**config.mk**
```make
export PLATFORM = sky130hd
export DESIGN_NAME = i2c_bit_level_master
export DESIGN_NICKNAME = d
export VERILOG_FILES = /design/src/design/i2c_blm_pkg.sv /design/src/design/i2c_blm_in_stage.sv /design/src/design/i2c_blm_engine.sv /design/src/design/i2c_blm_out_stage.sv /design/src/design/i2c_bit_level_master.sv
export VERILOG_INCLUDE_DIRS = /design/src /design/src/design
export SDC_FILE = /design/constraint.sdc
export NUM_CORES = 1
export LEC_CHECK = 0
export BUFFER_PORTS_ARGS = -buffer_cell sky130_fd_sc_hd__buf_4
export CAP_MARGIN = 20
export CORE_MARGIN = 1
export CORE_UTILIZATION = 54
export CTS_CLUSTER_DIAMETER = 40
export CTS_CLUSTER_SIZE = 16
export DETAILED_ROUTE_END_ITERATION = 16
export PLACE_DENSITY = 0.8
export SYNTH_ARGS = -nofsm -noshare
export SYNTH_HDL_FRONTEND = slang
export SYNTH_SLANG_ARGS = --single-unit
export TNS_END_PERCENT = 30
```
**constraint.sdc**
```tcl
create_clock -name clk -period 3.16 [get_ports clk]
set_input_delay 0.474 -clock clk [delete_from_list [all_inputs] [get_ports clk]]
set_output_delay 0.474 -clock clk [all_outputs]
set_load 0.01 [all_outputs]
```
**src/design/i2c_bit_level_master_macros.svh**
```systemverilog
// Assertion macros shared by the I2C bit-level master RTL.
// Each use expects signals clk and rst_n in the enclosing module.
`ifndef I2C_BIT_LEVEL_MASTER_MACROS_SVH
`define I2C_BIT_LEVEL_MASTER_MACROS_SVH

// Check a property on every rising edge outside reset.
`define I2C_BLM_ASSERT(label, prop, msg) \
    label: assert property (@(posedge clk) disable iff (!rst_n) (prop)) else $error(msg);

// Check that a condition implies a consequence on the next clock.
`define I2C_BLM_ASSERT_NEXT(label, cond, cons, msg) \
    label: assert property (@(posedge clk) disable iff (!rst_n) (cond) |=> (cons)) \
        else $error(msg);

`endif

```
**src/design/i2c_blm_pkg.sv**
```systemverilog
// Types and codes for the I2C bit-level master.
// Used by every module of the block; depends on nothing.
package i2c_blm_pkg;

    localparam logic [2:0] REQ_TICK    = 3'd0;
    localparam logic [2:0] REQ_START   = 3'd1;
    localparam logic [2:0] REQ_STOP    = 3'd2;
    localparam logic [2:0] REQ_RESTART = 3'd3;
    localparam logic [2:0] REQ_WRITE   = 3'd4;
    localparam logic [2:0] REQ_READ    = 3'd5;

    localparam logic [5:0] WR_ACK_STEP  = 6'd24;
    localparam logic [5:0] WR_BITS_END  = 6'd24;
    localparam logic [5:0] RD_BITS_END  = 6'd16;
    localparam logic [5:0] RD_SCL_LOW   = 6'd16;
    localparam logic [5:0] RD_DRIVE_ACK = 6'd17;
    localparam logic [5:0] RD_SCL_HIGH  = 6'd18;
    localparam logic [1:0] SUB_LAST     = 2'd2;

    localparam int IN_DATA_W  = 16;
    localparam int OUT_DATA_W = 16;

    typedef enum logic [5:0] {
        CMD_IDLE    = 6'b000001,
        CMD_START   = 6'b000010,
        CMD_STOP    = 6'b000100,
        CMD_RESTART = 6'b001000,
        CMD_WRITE   = 6'b010000,
        CMD_READ    = 6'b100000
    } cmd_t;

    typedef struct packed {
        logic [2:0] req_type;
        logic [7:0] tx_byte;
        logic       send_nack;
        logic       sda_in;
    } req_t;

    typedef struct packed {
        logic       cmd_rejected;
        logic       ack_seen;
        logic [7:0] rx_data;
        logic       done_res;
        logic       busy_res;
        logic       sda_drive;
        logic       sda_out;
        logic       scl_out;
    } res_t;

    typedef struct packed {
        logic valid;
        logic ready;
    } hs_t;

endpackage

```
**src/design/i2c_blm_in_stage.sv**
```systemverilog
// Input register of the I2C bit-level master: unpacks and holds one word.
// Depends on i2c_blm_pkg.
module i2c_blm_in_stage
(
    input  logic                               clk,
    input  logic                               rst_n,
    input  logic                               s_tvalid,
    output logic                               s_tready,
    input  logic [i2c_blm_pkg::IN_DATA_W-1:0]  s_tdata,  // tx_byte[7:0], send_nack, sda_in, zeros
    input  logic [2:0]                         s_tuser,  // req_type
    output i2c_blm_pkg::hs_t                   in_hs,
    input  logic                               out_ready,
    output i2c_blm_pkg::req_t                  req
);

    logic               valid_reg;
    logic               valid_next;
    i2c_blm_pkg::req_t  req_reg;
    logic               take;

    assign take     = valid_reg && out_ready;
    assign s_tready = !valid_reg || take;

    always_comb
    begin
        valid_next = valid_reg;
        if (s_tvalid && s_tready)
        begin
            valid_next = 1'b1;
        end
        else if (take)
        begin
            valid_next = 1'b0;
        end
    end

    always_ff @(posedge clk or negedge rst_n)
    begin
        if (!rst_n)
        begin
            valid_reg <= 1'b0;
        end
        else
        begin
            valid_reg <= valid_next;
        end
    end

    always_ff @(posedge clk)
    begin
        if (s_tvalid && s_tready)
        begin
            req_reg.req_type  <= s_tuser;
            req_reg.tx_byte   <= s_tdata[7:0];
            req_reg.send_nack <= s_tdata[8];
            req_reg.sda_in    <= s_tdata[9];
        end
    end

    assign in_hs.valid = valid_reg;
    assign in_hs.ready = take;
    assign req         = req_reg;

endmodule

```
**src/design/i2c_blm_engine.sv**
```systemverilog
// Phase sequencer of the I2C bit-level master: command state, pin levels
// and the per-word result. Depends on i2c_blm_pkg and the macros header.
`include "i2c_bit_level_master_macros.svh"

module i2c_blm_engine
(
    input  logic               clk,
    input  logic               rst_n,
    input  logic               cfg_we,
    input  logic [7:0]         cfg_wdata,
    input  logic               fire,
    input  i2c_blm_pkg::req_t  req,
    output i2c_blm_pkg::res_t  res
);

    logic [7:0]         ticks_reg;
    i2c_blm_pkg::cmd_t  cmd_reg, cmd_next;
    logic [5:0]         step_reg, step_next;
    logic [7:0]         delay_reg, delay_next;
    logic [2:0]         bit_reg, bit_next;
    logic [1:0]         sub_reg, sub_next;
    logic [7:0]         shift_reg, shift_next;
    logic               scl_reg, scl_next;
    logic               sda_reg, sda_next;
    logic               drv_reg, drv_next;
    logic               nack_reg, nack_next;
    logic               ack_reg, ack_next;
    logic [7:0]         rx_reg, rx_next;
    logic               run;
    logic               last;
    logic               done;
    logic               rejected;
    logic [7:0]         limit;
    logic [7:0]         delay_inc;
    logic               is_cmd;

    assign limit     = (ticks_reg == 8'd0) ? 8'd1 : ticks_reg;
    assign delay_inc = delay_reg + 8'd1;
    assign is_cmd    = (req.req_type == i2c_blm_pkg::REQ_START)
                    || (req.req_type == i2c_blm_pkg::REQ_STOP)
                    || (req.req_type == i2c_blm_pkg::REQ_RESTART)
                    || (req.req_type == i2c_blm_pkg::REQ_WRITE)
                    || (req.req_type == i2c_blm_pkg::REQ_READ);

    always_comb
    begin
        cmd_next   = cmd_reg;
        step_next  = step_reg;
        delay_next = delay_reg;
        bit_next   = bit_reg;
        sub_next   = sub_reg;
        shift_next = shift_reg;
        scl_next   = scl_reg;
        sda_next   = sda_reg;
        drv_next   = drv_reg;
        nack_next  = nack_reg;
        ack_next   = ack_reg;
        rx_next    = rx_reg;
        run        = 1'b0;
        last       = 1'b0;
        done       = 1'b0;
        rejected   = 1'b0;

        if (is_cmd)
        begin
            if (cmd_reg != i2c_blm_pkg::CMD_IDLE)
            begin
                rejected = 1'b1;
            end
            else
            begin
                step_next  = 6'd0;
                delay_next = 8'd0;
                bit_next   = 3'd0;
                sub_next   = 2'd0;
                run        = 1'b1;
                case (req.req_type)
                    i2c_blm_pkg::REQ_START:   cmd_next = i2c_blm_pkg::CMD_START;
                    i2c_blm_pkg::REQ_STOP:    cmd_next = i2c_blm_pkg::CMD_STOP;
                    i2c_blm_pkg::REQ_RESTART: cmd_next = i2c_blm_pkg::CMD_RESTART;
                    i2c_blm_pkg::REQ_WRITE:
                    begin
                        cmd_next   = i2c_blm_pkg::CMD_WRITE;
                        shift_next = req.tx_byte;
                    end
                    i2c_blm_pkg::REQ_READ:
                    begin
                        cmd_next   = i2c_blm_pkg::CMD_READ;
                        shift_next = 8'd0;
                        nack_next  = req.send_nack;
                    end
                    default:                  cmd_next = i2c_blm_pkg::CMD_IDLE;
                endcase
            end
        end
        else if (cmd_reg != i2c_blm_pkg::CMD_IDLE)
        begin
            if (delay_inc >= limit)
            begin
                delay_next = 8'd0;
                run        = 1'b1;
            end
            else
            begin
                delay_next = delay_inc;
            end
        end

        if (run)
        begin
            case (cmd_next)
                i2c_blm_pkg::CMD_START:
                begin
                    if (step_next == 6'd0)
                    begin
                        drv_next = 1'b1;
                        sda_next = 1'b0;
                    end
                    else if (step_next == 6'd1)
                    begin
                        scl_next = 1'b0;
                    end
                    last = (step_next >= 6'd2);
                end
                i2c_blm_pkg::CMD_STOP:
                begin
                    if (step_next == 6'd1)
                    begin
                        drv_next = 1'b1;
                        sda_next = 1'b0;
                    end
                    else if (step_next == 6'd2)
                    begin
                        scl_next = 1'b1;
                    end
                    else if (step_next == 6'd3)
                    begin
                        drv_next = 1'b1;
                        sda_next = 1'b1;
                    end
                    last = (step_next >= 6'd4);
                end
                i2c_blm_pkg::CMD_RESTART:
                begin
                    if (step_next == 6'd1)
                    begin
                        scl_next = 1'b0;
                    end
                    else if (step_next == 6'd2)
                    begin
                        drv_next = 1'b1;
                        sda_next = 1'b1;
                    end
                    else if (step_next == 6'd3)
                    begin
                        scl_next = 1'b1;
                    end
                    else if (step_next == 6'd4)
                    begin
                        drv_next = 1'b1;
                        sda_next = 1'b0;
                    end
                    else if (step_next == 6'd5)
                    begin
                        scl_next = 1'b0;
                    end
                    last = (step_next >= 6'd6);
                end
                i2c_blm_pkg::CMD_WRITE:
                begin
                    if (step_next < i2c_blm_pkg::WR_BITS_END)
                    begin
                        case (sub_next)
                            2'd0:
                            begin
                                drv_next = 1'b1;
                                sda_next = shift_next[~bit_next];
                            end
                            2'd1:    scl_next = 1'b1;
                            default: scl_next = 1'b0;
                        endcase
                        if (sub_next == i2c_blm_pkg::SUB_LAST)
                        begin
                            sub_next = 2'd0;
                            bit_next = bit_next + 3'd1;
                        end
                        else
                        begin
                            sub_next = sub_next + 2'd1;
                        end
                    end
                    else if (step_next == i2c_blm_pkg::WR_ACK_STEP)
                    begin
                        drv_next = 1'b0;
                        scl_next = 1'b1;
                    end
                    else
                    begin
                        ack_next = req.sda_in;
                        scl_next = 1'b0;
                        drv_next = 1'b1;
                        last     = 1'b1;
                    end
                end
                i2c_blm_pkg::CMD_READ:
                begin
                    if (step_next < i2c_blm_pkg::RD_BITS_END)
                    begin
                        if (!step_next[0])
                        begin
                            scl_next = 1'b0;
                            drv_next = 1'b0;
                        end
                        else
                        begin
                            scl_next   = 1'b1;
                            shift_next = {shift_next[6:0], req.sda_in};
                        end
                    end
                    else if (step_next == i2c_blm_pkg::RD_SCL_LOW)
                    begin
                        scl_next = 1'b0;
                    end
                    else if (step_next == i2c_blm_pkg::RD_DRIVE_ACK)
                    begin
                        drv_next = 1'b1;
                        sda_next = nack_next;
                    end
                    else if (step_next == i2c_blm_pkg::RD_SCL_HIGH)
                    begin
                        scl_next = 1'b1;
                    end
                    else
                    begin
                        scl_next = 1'b0;
                        last     = 1'b1;
                    end
                end
                default: last = 1'b1;
            endcase

            if (last)
            begin
                if (cmd_next == i2c_blm_pkg::CMD_READ)
                begin
                    rx_next = shift_next;
                end
                cmd_next   = i2c_blm_pkg::CMD_IDLE;
                step_next  = 6'd0;
                delay_next = 8'd0;
                done       = 1'b1;
            end
            else
            begin
                step_next = step_next + 6'd1;
            end
        end
    end

    always_ff @(posedge clk or negedge rst_n)
    begin
        if (!rst_n)
        begin
            ticks_reg <= 8'd1;
        end
        else if (cfg_we)
        begin
            ticks_reg <= cfg_wdata;
        end
    end

    always_ff @(posedge clk or negedge rst_n)
    begin
        if (!rst_n)
        begin
            cmd_reg   <= i2c_blm_pkg::CMD_IDLE;
            step_reg  <= 6'd0;
            delay_reg <= 8'd0;
            bit_reg   <= 3'd0;
            sub_reg   <= 2'd0;
            shift_reg <= 8'd0;
            scl_reg   <= 1'b1;
            sda_reg   <= 1'b1;
            drv_reg   <= 1'b1;
            nack_reg  <= 1'b0;
            ack_reg   <= 1'b0;
            rx_reg    <= 8'd0;
        end
        else if (fire)
        begin
            cmd_reg   <= cmd_next;
            step_reg  <= step_next;
            delay_reg <= delay_next;
            bit_reg   <= bit_next;
            sub_reg   <= sub_next;
            shift_reg <= shift_next;
            scl_reg   <= scl_next;
            sda_reg   <= sda_next;
            drv_reg   <= drv_next;
            nack_reg  <= nack_next;
            ack_reg   <= ack_next;
            rx_reg    <= rx_next;
        end
    end

    assign res.scl_out      = scl_next;
    assign res.sda_out      = sda_next;
    assign res.sda_drive    = drv_next;
    assign res.busy_res     = (cmd_next != i2c_blm_pkg::CMD_IDLE);
    assign res.done_res     = done;
    assign res.rx_data      = rx_next;
    assign res.ack_seen     = ack_next;
    assign res.cmd_rejected = rejected;

    `I2C_BLM_ASSERT(a_cmd_onehot, $onehot(cmd_reg), "command state not one-hot")
    `I2C_BLM_ASSERT(a_idle_clear, (cmd_reg != i2c_blm_pkg::CMD_IDLE) || ((step_reg == 6'd0) && (delay_reg == 8'd0)), "idle with phase count left")
    `I2C_BLM_ASSERT(a_reject_busy, !(fire && rejected) || (cmd_reg != i2c_blm_pkg::CMD_IDLE), "command rejected while idle")
    `I2C_BLM_ASSERT_NEXT(a_done_idle, fire && done, cmd_reg == i2c_blm_pkg::CMD_IDLE, "not idle after completion")

endmodule

```
**src/design/i2c_blm_out_stage.sv**
```systemverilog
// Result register of the I2C bit-level master: holds and packs one word.
// Depends on i2c_blm_pkg.
module i2c_blm_out_stage
(
    input  logic                               clk,
    input  logic                               rst_n,
    input  i2c_blm_pkg::hs_t                   in_hs,
    output logic                               out_ready,
    input  i2c_blm_pkg::res_t                  res,
    output logic                               m_tvalid,
    input  logic                               m_tready,
    output logic [i2c_blm_pkg::OUT_DATA_W-1:0] m_tdata
);

    logic               valid_reg;
    logic               valid_next;
    i2c_blm_pkg::res_t  res_reg;

    assign out_ready = !valid_reg || m_tready;

    always_comb
    begin
        valid_next = valid_reg;
        if (in_hs.ready)
        begin
            valid_next = 1'b1;
        end
        else if (m_tready)
        begin
            valid_next = 1'b0;
        end
    end

    always_ff @(posedge clk or negedge rst_n)
    begin
        if (!rst_n)
        begin
            valid_reg <= 1'b0;
        end
        else
        begin
            valid_reg <= valid_next;
        end
    end

    always_ff @(posedge clk)
    begin
        if (in_hs.valid && out_ready)
        begin
            res_reg <= res;
        end
    end

    assign m_tvalid = valid_reg;
    assign m_tdata  = {{(i2c_blm_pkg::OUT_DATA_W - $bits(i2c_blm_pkg::res_t)){1'b0}}, res_reg};

endmodule

```
**src/design/i2c_bit_level_master.sv**
```systemverilog
// I2C bit-level master. Each input word is one tick or command and yields one
// result word with the pin levels and status after it. One word per clock is
// taken while results drain, set by the single register pass of the phase
// sequencer; a result is registered as its word leaves the in stage, and while a
// result stalls the input register holds one further word before s_tready drops.
// Depends on i2c_blm_pkg and the in stage, engine and out stage modules.
module i2c_bit_level_master
(
    input  logic                               clk,
    input  logic                               rst_n,
    input  logic                               cfg_we,
    input  logic [7:0]                         cfg_wdata,  // phase_ticks
    input  logic                               s_tvalid,
    output logic                               s_tready,
    input  logic [i2c_blm_pkg::IN_DATA_W-1:0]  s_tdata,    // tx_byte[7:0], send_nack, sda_in
    input  logic [2:0]                         s_tuser,    // req_type
    output logic                               m_tvalid,
    input  logic                               m_tready,
    output logic [i2c_blm_pkg::OUT_DATA_W-1:0] m_tdata     // scl_out, sda_out, sda_drive,
                                                           // busy_res, done_res, rx_data[7:0],
                                                           // ack_seen, cmd_rejected
);

    i2c_blm_pkg::hs_t   in_hs;
    i2c_blm_pkg::req_t  req;
    i2c_blm_pkg::res_t  res;
    logic               out_ready;

    i2c_blm_in_stage u_in
    (
        .clk       (clk),
        .rst_n     (rst_n),
        .s_tvalid  (s_tvalid),
        .s_tready  (s_tready),
        .s_tdata   (s_tdata),
        .s_tuser   (s_tuser),
        .in_hs     (in_hs),
        .out_ready (out_ready),
        .req       (req)
    );

    i2c_blm_engine u_engine
    (
        .clk       (clk),
        .rst_n     (rst_n),
        .cfg_we    (cfg_we),
        .cfg_wdata (cfg_wdata),
        .fire      (in_hs.ready),
        .req       (req),
        .res       (res)
    );

    i2c_blm_out_stage u_out
    (
        .clk       (clk),
        .rst_n     (rst_n),
        .in_hs     (in_hs),
        .out_ready (out_ready),
        .res       (res),
        .m_tvalid  (m_tvalid),
        .m_tready  (m_tready),
        .m_tdata   (m_tdata)
    );

endmodule

```
==> flow_results.org, run 1 <==
** Cells and area
- Leaving out fill and tap cells, the most frequent cells in the layout are buf_4 (84), dfrtp_1 (51), nand2_1 (48).
- The number of antenna diodes in the final layout is 0.
- For this run, the number of standard cells in the final layout without fillers is 685.
- The post-route netlist has 26.7% of its cells at a drive strength greater than 1.
- Fill cells in the final layout number 665.
- The finished cells cover 5880 um2.
- Final core area utilization :: 67.1%
- Summing all multi-input logic gate instances after layout gives 2520 um2.
- Syn-to-layout area delta :: 20.0%
- The register with the most flip-flops in the layout has 15 of them.
- Most common cell after layout, fill and taps aside :: buf_4
- Post-layout net count :: 614
- Registers take 2250 um2.

** STA
- For the final database, setup skew stands at 0.0134 ns.
- The worst path needs 3.04 ns of the cycle, external delays included.
- The final number of hold-violating endpoints came to 0.
- Final hold analysis gives a worst-case slack of 0.156 ns.
- Setup_tns :: 0 ns
- Setup repair after global routing could not meet its margin everywhere.
- The worst path uses 96.1% of the clock period.
- Number of max-slew violations in the final report :: 0
- Final setup margin :: 0.123 ns
- Static timing analysis puts the maximum clock frequency at 329 MHz.
- Headroom to the max-slew limit came out at 41.5%.
- For the pin with the worst max-slew slack, the measured transition is 0.865 ns.
- Final setup violation count :: 0

** Floorplan
- Row generation in the floorplan step produced 34 rows.
- In this run the standard cell core region covers 8760 um2.
- Starting utilization of the core area :: 55.9%
- From bottom edge to top edge, the die measures 97.3 um.
- Ports :: 50
- Area enclosed by the die boundary :: 9460 um2
- Die Width :: 97.3 um

** Setup path
- CP Depth :: 7
- In this run the worst setup path begins at u_in.req[11].
- Traced cell by cell, the critical path runs through or3b_2, a211o_1, or4b_2, nor4b_4, buf_6, mux2_2, o21ai_1.
- Crit-path max FO :: 13
- In this design, the stage delay of the slowest critical-path cell is 0.70 ns.
- By startpoint and endpoint, the worst setup path is classified as flip-flop to flip-flop.
- Grouping stages by cell kind, the critical path spends the most delay in simple AND/OR/NAND/NOR gates.
- For this design, the slowest cell found on the critical path is or4b_2.
- Data on the critical path arrives at its endpoint at 3.34 ns.
- Required time reported for the critical path endpoint :: 3.46 ns
- The worst setup path is launched from a flip-flop.
- The startpoint identified for the worst register-to-register timing path is u_in.req[11].
- Measured in cells, the most critical reg-to-reg path has a length of 7.
- STA classifies the critical path endpoint as a flip-flop.
- Buffering stage count on the worst path with inverters included :: 1

** Placement
- Post-detailed-placement cell area :: 5600 um2
- OpenSTA, run right after detailed placement, puts the worst setup slack at -0.0871 ns.
- Detailed placer's ending HPWL :: 8660 um
- After detailed placement, the design holds a cell count of 669.
- The count of buffers added on input and output ports is 42.
- Last weighted congestion value of the routability-driven placer :: 0.965

** Clock network
- Source-to-sink clock delay at the later pin of the worst-skew pair :: 0.37 ns
- Deepest clock path buffer count :: 2
- Clock tree sinks :: 84
- TritonCTS built the clock tree.
- Total CTS buffers :: 9
- The clock tree synthesis step divided the H-tree into 3 levels.
- Root Buffer Master :: clkbuf_8
- After clock tree synthesis, the clock-pin slew on the worst setup and hold paths is 0.09 ns.

** GRT
- The via count of the first global-routing pass came to 4138.
- The total overflow left after global routing is 0.
- First-pass GRT wire length :: 19900 um
- Initial antenna violation count :: 0
- GRT Util Overall :: 26.3%
- Entering global routing, the biggest net connects 57 pins.

** Power and ir drop
- Power spread over the standard cell area amounts to 732 nW/um2.
- Maximum resistive drop on vdd :: 0.546 mV
- Summed over all cells, the static leakage comes to 2.53 nW.
- Design Power :: 4.31 mW

** Routing
- Initial DRC count :: 291
- For this run, design rule violations remaining after detail routing come to 0.
- The final route contains 4264 vias.
- After detailed routing, the total wire length is 12000 um.
- After detailed routing, the average wire length per cell comes to 17.4 um.
- Routed Antenna Nets :: 0
- Using the TritonRoute via totals, the vias-per-cell ratio works out to 6.22.
- Iteration count of the initial detailed-routing pass :: 5

** Yosys
- Number of synthesized flops with an enable pin :: 28
- Synthesis instantiated 74 different standard cells from the library.
- Synthesis produced a netlist with a net count of 542.
- Syn Inst Count :: 500
- In the synthesized netlist the dominant register cell turns out to be dfrtp_1.
- Share of the yosys chip area belonging to registers :: 45.9%
- Fraction of registers with async set or reset after synthesis :: 66.7%
- Each instance of the synthesized netlist takes up on average 9.80 um2.
- Seq cells post-synth :: 84
- Synth warn :: 0
- Area of the mapped netlist :: 4900 um2

** Worst hold path
- Path category of the worst min-delay check :: input pin to async pin

** Run status
- Status :: finished, final reports clean

** Run
- Max-cap violations in this run came to 0.
==> report_power, final <==
group	total, mW	internal (mW)	switching, mW
Clock	0.874	0.455	0.418
Combinational	1.91	0.787	1.12
Sequential	1.52	1.33	0.189
==> final timing paths <==
kind,end,slack (ns)
max in group asynchronous,u_engine.cmd_reg[2],2.51
min reg2reg,u_engine.shift_reg[4],0.49
max reg2reg,u_engine.shift_reg[1],0.12
min in group clk,u_in.req[7],0.27
min,u_engine.step_reg[5],0.16
max,u_engine.shift_reg[1],0.12
==> worst reg2reg max path, delay by kind of cell (launching register included) <==
family / cells / cell delay, ns
mux: 1 / 0.34
flops: 1 / 0.52
buf+inv: 1 / 0.19
simple gates: 3 / 1.43
compound gates: 2 / 0.49
==> cells in the mapped netlist, types with 4 or more instances <==
library cell	instances	area share, %
nand4_1	5	0.64
a32o_1	4	0.82
a32oi_1	4	0.71
mux2i_1	10	2.0
nor2b_1	6	0.77
mux2_2	24	5.5
nand4b_1	6	1.1
clkbuf_1	17	1.3
o22ai_1	4	0.51
inv_1	22	1.7
a21oi_1	30	3.1
ha_1	10	2.6
dfrtp_1	51	26
o21ai_0	36	3.7
dfstp_2	5	2.7
nand2_1	48	3.7
xnor2_1	4	0.71
nand2b_1	9	1.1
nor3b_1	4	0.61
buf_2	5	0.51
a22o_1	9	1.6
nand3_1	10	1.0
and2_1	5	0.64
nor3_1	10	1.0
o31ai_1	6	0.92
nor4_1	10	1.3
nor2_1	38	2.9
edfxtp_1	28	17
a31oi_1	8	1.0
o211ai_1	5	0.77
==> cell families (layout without fill, tap and decap cells) <==
logic type                 count (synthesis)  after routing  share of synthesized area [%]
and+or+nand+nor                          179            179                           19.5
AOI/OAI and AO/OA                        136            136                           19.0
DFF                                       84             84                           45.9
buffers and inverters                     48            125                           3.96
muxes                                     35             35                           7.78
adders and majority gates                 10             10                           2.55
xor gates and xnor gates                   7              7                           1.25
other                                      1              1                         0.0765
==> layout make-up <==
cell class / instances / share of cell area, %
multi-input combinational: 368 / 42.8
inverter: 22 / 1.40
timing repair buffer: 87 / 11.4
tap: 108 / 2.30
clock inverter: 6 / 1.64
clock buffer: 10 / 2.17
sequential: 84 / 38.2
==> routing by layer <==
layer	vias up	track usage, %	wire [um]
met3	23	4.82	650
met5	-	0	0
li1	2012	-	-
met2	166	42.1	5700
met1	2063	35.9	5370
met4	0	9.62	232
==> timing repair <==
| action | 4_1_cts | 5_1_grt |
|---|---|---|
| pin swaps | 0 | 2 |
| endpoints found under the setup margin | 10 | 31 |
| setup buffers | 0 | 0 |
| hold buffers | 0 | 0 |
| gates resized for setup | 2 | 16 |
Power figures use the tool's default switching activity.
==> inputs of run 2 (changes only) <==
Settings changed: CORE_UTILIZATION 54 to 50, PLACE_DENSITY 0.8 to 0.75, SKIP_CTS_REPAIR_TIMING set to 1.
==> flow_results.org, run 2 (synthesis results as in run 1) <==
** Run status
- The flow ran to the end, and the final reports show no timing, DRC or antenna violations.

** Power and ir drop
- Reported leakage power :: 2.55 nW (+0.67%)
- Maximum resistive drop on vdd :: 0.351 mV (-36%)
- The power density normalized to cell area is 706 nW/um2 (-3.5%).

** Clock network
- The clock-pin transition on the worst setup and hold timing paths came to 0.09 ns (about the same).
- The total number of clock tree sinks was 84 (unchanged).
- Source-to-sink clock delay at the later pin of the worst-skew pair :: 0.37 ns (about the same)
- TritonCTS built the clock tree.
- Deepest clock path buffer count :: 2 (unchanged)
- Total CTS buffers :: 9 (unchanged)
- The number of levels the H-tree was split into is 3 (unchanged).
- Clock tree synthesis selected as its root buffer the cell clkbuf_8.

** Setup path
- Kind of end point of the critical path :: flip-flop
- Required time reported for the critical path endpoint :: 3.28 ns (-0.18 ns)
- Slowest Stage Delay on Critical Path :: 0.40 ns (-0.30 ns)
- The setup path with the least slack is of type flip-flop to flip-flop.
- Most frequent cell on the critical path :: and3_1
- Traced cell by cell, the critical path runs through and3_1, and3_1, and3_1, xor2_1, ha_1, nand2_1, o21ai_0, a21oi_2, nor2_1, o211ai_2, buf_12, mux2_2.
- End of the worst register-to-register path :: u_out.m_tdata[9]
- Startpoint Class :: flip-flop
- Max stage delay cell, worst path :: dfrtp_1
- The cell count of the worst reg-to-reg path was 12 (+5).
- The peak fanout along the critical path was 8 (-5).
- Startpoint of the lowest-slack register-to-register path :: u_engine.delay_reg[1]
- The reg-to-reg setup timing slack came to 0.08 ns (-0.04 ns).
- The critical path data arrival time was 3.20 ns (-0.14 ns).

** STA
- Number of max-slew violations in the final report :: 0 (unchanged)
- The tightest hold margin is 0.168 ns (+0.0111 ns).
- Final Cycle Share :: 97.5% (+1.4 points)
- The count of final setup violators came to 0 (unchanged).
- Transition at the pin with the smallest max-transition slack :: 0.910 ns (+0.0451 ns)
- Setup repair after global routing could not meet its margin everywhere.
- The time the final worst path needs with I/O delays and setup came to 3.08 ns (+0.0435 ns).
- Setup_tns :: 0 ns (unchanged)
- Relative max-transition margin :: 39.2% (-2.3 points)
- Maximum clock skew at final layout :: 0.0178 ns (+0.00438 ns)
- Final setup margin :: 0.0796 ns (-0.0435 ns)
- The final number of hold-violating endpoints came to 0 (unchanged).
- The timing-limited maximum frequency is 325 MHz (-1.4%).

** GRT
- The via count of the first global-routing pass is 4172 (+0.82%).
- The met1 capacity usage during global routing is 34.1% (-1.9 points).
- The met3 demand-to-capacity share in global routing came to 4.09% (-0.73 points).
- Peak-usage layer in the global routing report :: met2
- The routing usage on met2 came to 42.5% (+0.37 points).
- The aggregate global routing overflow is 0 (unchanged).
- Largest net degree at the start of global routing :: 57 (unchanged)
- Initial antenna violation count :: 0 (unchanged)
- GRT Util Overall :: 25.9% (-0.43 points)
- The first-pass GRT wire length came to 20200 um (+1.3%).

** Routing
- Number of vias after detailed routing :: 4294 (+0.70%)
- Iteration count of the initial detailed-routing pass :: 5 (unchanged)
- The DRC violation total after the first TritonRoute iteration was 266 (-8.6%).
- Routed Antenna Nets :: 0 (unchanged)
- DRC :: 0 (unchanged)
- The post-detailed-routing wire length was 12300 um (+3.0%).
- The post-detailed-route via-to-cell ratio came to 6.02 (-3.3%).
- The detailed-route wire length per cell is 17.3 um (-1.1%).

** Cells and area
- The post-route core utilization was 63.2% (-3.9 points).
- The number of antenna cells inserted was 0 (unchanged).
- The area growth from synthesis to layout is 20.9%.
- Filler instances :: 771 (+16%)
- In the layout the commonest cells are buf_4 (91), dfrtp_1 (51), nand2_1 (48).
- The total number of nets in the final design was 621 (+1.1%).
- Most common cell after layout, fill and taps aside :: buf_4
- Largest register FFs :: 15 (unchanged)
- Layout cell share with drive strength beyond 1 :: 28.1% (+1.4 points)

** Floorplan
- The number of rows in the core area is 35 (+2.9%).
- Starting utilization of the core area :: 52.3% (-3.6 points)
- The vertical die dimension came to 101 um (+3.8%).
- Placeable core region :: 9370 um2 (+6.9%)
- The x dimension of the die is 101 um (+3.8%).
- Ports :: 50 (unchanged)
- Area enclosed by the die boundary :: 10200 um2 (+7.8%)

** Placement
- The estimated wirelength of the detail-placed design came to 8840 um (+2.1%).
- Setup slack at placement :: -0.0822 ns (+0.00494 ns)
- Number of I/O port buffers :: 42 (unchanged)
- The global placer's final weighted congestion is 0.875 (-9.3%).

** Run
- The count of maximum capacitance violations was 0 (unchanged).

** Worst hold path
- The worst hold path belongs to the class input pin to async pin.
## run 2: cell count changes in the layout (fill, tap and decap cells not counted), moves of 2 or more
| cell | previous run | this run |
|---|---|---|
| buf_4 | 84 | 91 |
| o21ai_1 | 6 | 4 |
| o21ai_0 | 32 | 34 |
| bufinv_16 | 2 | 0 |
## run 2: worst max path at each step
stage                            end  cells after the start             startpoint
5_1_grt        u_engine.shift_reg[1]                     13  u_engine.delay_reg[1]
3_3_place_gp        u_out.m_tdata[0]                     11  u_engine.delay_reg[0]
3_5_place_dp     u_engine.sub_reg[0]                      7    u_engine.cmd_reg[2]
2_1_floorplan       u_engine.ack_reg                     13  u_engine.delay_reg[0]
6_report            u_out.m_tdata[9]                     12  u_engine.delay_reg[1]
4_1_cts             u_out.m_tdata[0]                     11  u_engine.delay_reg[1]
## run 2: worst max-delay path: cells and delay by family, from the launching register on
kind,cells,cell delay [ns]
AND/OR/NAND/NOR,5,0.97
AO/OA/AOI/OAI,3,0.53
flip-flops,1,0.40
adder cells (fa/ha/maj),1,0.32
multiplexers,1,0.27
buffers and inverters,1,0.18
XOR/XNOR,1,0.16
## run 2: layout make-up
type	count	area (um2)	share of cell area (%)
Inverter	22	82.6	1.39
Sequential cell	84	2250	37.9
Clock inverter	6	48.8	0.823
Clock buffer	10	128	2.15
Timing Repair Buffer	94	719	12.1
Multi-Input combinational cell	368	2540	42.8
Tap cell	129	161	2.72
## run 2: layer usage
metal	vias to the layer above	part of all wire, %
li1	2035	-
met4	0	1.9
met1	2072	44
met2	160	48
met5	-	0
met3	27	5.9
## run 2: report_power, final
part           internal, mW  switching [mW]
logic                 0.814            1.15
registers              1.34           0.177
clock network         0.294           0.416
total                  2.44            1.74
## run 2: through the flow
step / cell area, um2 / total power, mW / cells
after floorplan: 4900 / 2.70 / 500
after global placement: 5640 / 3.35 / 692
after detailed placement: 5640 / 3.40 / 692
after CTS: 5820 / 4.11 / 708
after global routing: 5930 / 4.46 / 713
final: 5930 / 4.19 / 713
